## src/hdl/fcpt_pkg.sv

```systemverilog
// Shared constants, types and codes for the fern code posterior table.
package fcpt_pkg;

  localparam int COMPARISONS = 13;
  localparam int COUNT_BITS  = 16;

  localparam int CODE_BITS   = COMPARISONS;
  localparam int TABLE_DEPTH = 1 << COMPARISONS;
  localparam int FRAC_BITS   = 16;
  localparam int POST_BITS   = FRAC_BITS + 1;
  localparam int WORD_BITS   = 2 * COUNT_BITS;
  localparam int STEP_BITS   = $clog2(POST_BITS + 1);

  typedef logic [CODE_BITS-1:0]  code_t;
  typedef logic [COUNT_BITS-1:0] count_t;
  typedef logic [COUNT_BITS:0]   total_t;
  typedef logic [POST_BITS-1:0]  post_t;
  typedef logic [WORD_BITS-1:0]  word_t;
  typedef logic [1:0]            cmd_t;
  typedef logic [STEP_BITS-1:0]  step_t;

  localparam cmd_t CMD_QUERY     = 2'd0;
  localparam cmd_t CMD_TRAIN_POS = 2'd1;
  localparam cmd_t CMD_TRAIN_NEG = 2'd2;

  localparam count_t COUNT_MAX = '1;

  function automatic count_t sat_inc(input count_t v);
    return (v == COUNT_MAX) ? v : count_t'(v + 1'b1);
  endfunction

endpackage

```

## src/hdl/fcpt_div.sv

```systemverilog
// Restoring divider producing pos * 2^16 / (pos + neg), one quotient bit a cycle.
module fcpt_div (
  input  logic            clk,
  input  logic            rst,
  input  logic            go,
  input  fcpt_pkg::count_t dividend,
  input  fcpt_pkg::total_t divisor,
  output logic            finish,
  output fcpt_pkg::post_t quot
);
  import fcpt_pkg::*;

  logic   running;
  step_t  step;
  total_t rem;
  total_t dvs;
  logic   in_bit;

  logic [COUNT_BITS+1:0] trial;
  logic                  fits;

  always_comb begin
    trial = {rem, in_bit};
    fits  = (trial >= {1'b0, dvs});
  end

  always_ff @(posedge clk) begin
    if (rst) begin
      running <= 1'b0;
      finish  <= 1'b0;
      step    <= '0;
    end else begin
      finish <= 1'b0;
      if (go) begin
        running <= 1'b1;
        step    <= '0;
      end else if (running) begin
        step <= step_t'(step + 1'b1);
        if (step == step_t'(POST_BITS - 1)) begin
          running <= 1'b0;
          finish  <= 1'b1;
        end
      end
    end
  end

  // datapath: quotient < 2^17, so the top of the dividend starts below the divisor
  always_ff @(posedge clk) begin
    if (go) begin
      rem    <= total_t'(dividend >> 1);
      in_bit <= dividend[0];
      dvs    <= divisor;
    end else if (running) begin
      in_bit <= 1'b0;
      rem    <= fits ? total_t'(trial - {1'b0, dvs}) : total_t'(trial);
      quot   <= {quot[POST_BITS-2:0], fits};
    end
  end

endmodule

```

## config.mk

```make
export PLATFORM = sky130hd
export DESIGN_NAME = fcpt_div
export DESIGN_NICKNAME = d
export VERILOG_FILES = /design/src/hdl/fcpt_pkg.sv /design/src/hdl/fcpt_div.sv
export SDC_FILE = /design/constraint.sdc
export NUM_CORES = 1
export LEC_CHECK = 0
export CORE_MARGIN = 10
export CORE_UTILIZATION = 28
export CTS_BUF_LIST = sky130_fd_sc_hd__clkbuf_4
export DETAILED_ROUTE_END_ITERATION = 8
export DONT_BUFFER_PORTS = 1
export GPL_TIMING_DRIVEN = 0
export PLACE_DENSITY = 0.4
export SLEW_MARGIN = 20
export SYNTH_ARGS = -nofsm -noshare
export SYNTH_HDL_FRONTEND = slang
export SYNTH_SLANG_ARGS = --single-unit
```

## constraint.sdc

```tcl
create_clock -name clk -period 4.45 [get_ports clk]
set_input_delay 0.89 -clock clk [delete_from_list [all_inputs] [get_ports clk]]
set_output_delay 0.89 -clock clk [all_outputs]
set_load 0.1 [all_outputs]
```

==> flow_metrics.tcl <==
set metrics [dict create \
    status "finished clean" \
    ys_seq_area_share_pct 50.5 \
    worst_pin_slew_ps 940 \
    grt_pass1_wl_um 13900 \
    cellInternalPower_mw 1.10 \
    dpl.hpwl_um 6410 \
    grt_pass1_vias 2479 \
    drt_pass1_iterations 4 \
    core_um2 11500 \
    crit_fanout 10 \
    grt_usage_pct 11.3 \
    ctsResizeCount 0 \
    p_comb_share_pct 35.9 \
    p_seq_share_pct 40.5 \
    drv_cap 0 \
    cts.sinks 59 \
    syn_area_um2 3330 \
    synth_nets 357 \
    syn_inst 301 \
    yosysUniqueCellTypes 51 \
    clock_skew_ps 30.8 \
    avgViaCountPerCell 5.16 \
    clockPowerShare_pct 23.6 \
    postRouteAntennaNets 0 \
    final_common_cell "edfxtp_1" \
    wl_um 8970 \
    yosys_warnings 0 \
    drive_gt1_share_pct 10.7 \
    max_freq_mhz 323 \
    placedCellCount 445 \
    end_kind "flop" \
    final_cell_mix "edfxtp_1 (50), inv_1 (29), nand2_1 (25), ha_1 (19)" \
    rows 39 \
    tritoncts "yes" \
    crit_path_start_kind "flop" \
    num_io_pins 54 \
    initial_core_util_pct 28.9 \
    critPathMaxStageDelay_ps 440 \
    setup_viol 0 \
    die_w_um 129 \
    crit_slowest_cell "edfxtp_1" \
    cts_max_level 3 \
    swShare_pct 40.4 \
    async_reset_ff_share_pct 0 \
    clk_path_buf_depth 2 \
    fin_crit_ps 3090 \
    irDropWorstVdd_mv 0.183 \
    fin_tns_setup_ps 0 \
    power_density_nw_per_um2 503 \
    p_leak_nw 1.36 \
    cts_buffers 9 \
    dieArea_um2 16600 \
    hp-class "in -> reg" \
    synth_seq_cells 59 \
    hold_viol 0 \
    synth.area.top_cells "edfxtp_1 (45%), ha_1 (7.1%), dfxtp_1 (5.4%)" \
    final_util_pct 31.9 \
    drc 0 \
    critical_path_class "reg -> reg" \
    finalMaxSlewViolations 0 \
    postCtsSetupRepairBufs 0 \
    grt_max_degree 19 \
    path_cells "inv_1, ha_1, inv_1, fa_1, a21o_1, a221oi_4, nor2_2, or3_1, buf_6, buf_2, nand4_1, o311ai_2" \
    antenna_found_initial 0 \
    relSlewSlack_pct 37.3 \
    finalCritPeriodShare_pct 69.5 \
    final_cells 461 \
    place.gp.congestion 0.820 \
    rsz0062_at_grt "false" \
    die_h_um 129 \
    nets 369 \
    clkLatencyLatePin_ps 470 \
    power.switching_uw 746 \
    worst_path_most_repeated_cell "inv_1" \
    synth_top_area_cell "edfxtp_1" \
    clkTransAtPathRegs_ps 130 \
    synth_edf_count 50 \
    synth_area_per_cell_um2 11.1 \
    diodes 0 \
    cp.arrival_ps 3270 \
    cts-root-buf "clkbuf_4" \
    wl_per_cell_um 19.5 \
    area_growth_pct 10.3 \
    hold_buffers 0 \
    synth_flop_cell "edfxtp_1" \
    yosysTopAreaCellShare_pct 45.1 \
    num_vias 2381 \
    required_ps 4620 \
    drt-initial-drc-count 197 \
    grt_overflow 0 \
    io_buffers 0 \
]
## flip-flops by register name (all words and copies together), names as in the netlist
name / count
dvs: 17
finish: 1
in_bit: 1
quot: 17
rem: 17
running: 1
step: 5
## worst paths after layout
path	startpoint	endpoint	slack (ps)	depth (start not counted)
worst max register to register	in_bit	rem[6]	1360	12
worst max-delay path	in_bit	rem[6]	1360	12
worst min register to register	step[4]	finish	510	2
worst min-delay path	rst	step[0]	480	1
## per-layer routing
layer / track usage (%) / wire length, um
met5: 0 / 0
met1: 13.6 / 4080
met4: 5.28 / 138
met2: 17.6 / 4080
met3: 4.07 / 669
## cell usage after synthesis, types with 2 or more instances
library cell and n:
o211ai_1 8, o311ai_0 3, nor3_1 7, o221ai_1 2, inv_1 29, nand2_1 25
a311oi_1 2, nor2_1 11, a21oi_1 14, buf_6 2, nand2b_1 3, nand3_1 7
a41oi_1 2, xor2_1 11, ha_1 19, xnor2_1 6, a31oi_1 3, a21o_1 8
o21a_1 2, a211oi_1 3, o21ai_0 8, dfxtp_1 9, o311ai_2 6, o2111ai_1 7
or3_1 2, edfxtp_1 50, and3_1 2, clkbuf_1 12, nand4_1 14, and2_1 3
## power groups by stage
stage                     Combinational (mW)  Sequential, mW  Clock [mW]
after floorplan                        0.507           0.747           0
after global routing                   0.735           0.756       0.479
after detailed placement               0.656           0.760           0
after CTS                              0.661           0.749       0.456
final                                  0.662           0.747       0.436
after global placement                 0.660           0.760           0
## cell families after synthesis
logic type / after synthesis / share of synthesized area, %
compound gates: 77 / 19.1
fa+ha+maj: 20 / 7.75
flops: 59 / 50.5
mux: 1 / 0.301
xor+xnor: 17 / 4.48
simple gates: 80 / 12.1
buf+inv: 47 / 5.79
## worst max-delay path: cells and delay by family, from the launching register on
kind	cells	cell delay (ps)
and+or+nand+nor	3	610
DFF	1	440
buffers and inverters	4	460
AOI/OAI and AO/OA	3	740
adders and majority gates	2	550
## final cells by class
cell class / count / area (um^2)
inverter: 31 / 116
tap: 143 / 179
multi-input combinational: 195 / 1460
sequential: 59 / 1680
clock inverter: 7 / 82.6
buffer: 16 / 76.3
fill: 1221 / 7850
timing repair buffer: 1 / 11.3
clock buffer: 9 / 67.6
## through the flow
step | worst slack, ps | power, mW | cell area, um^2 | hold slack [ps]
floorplan | 1720 | 1.25 | 3330 | 466
global placement | 1280 | 1.42 | 3510 | 498
detailed placement | 1360 | 1.42 | 3520 | 496
CTS | 1300 | 1.87 | 3670 | 444
global route | 1070 | 1.97 | 3670 | 437
finish | 1360 | 1.85 | 3670 | 484
No activity file was read; power rests on OpenSTA's default activity.
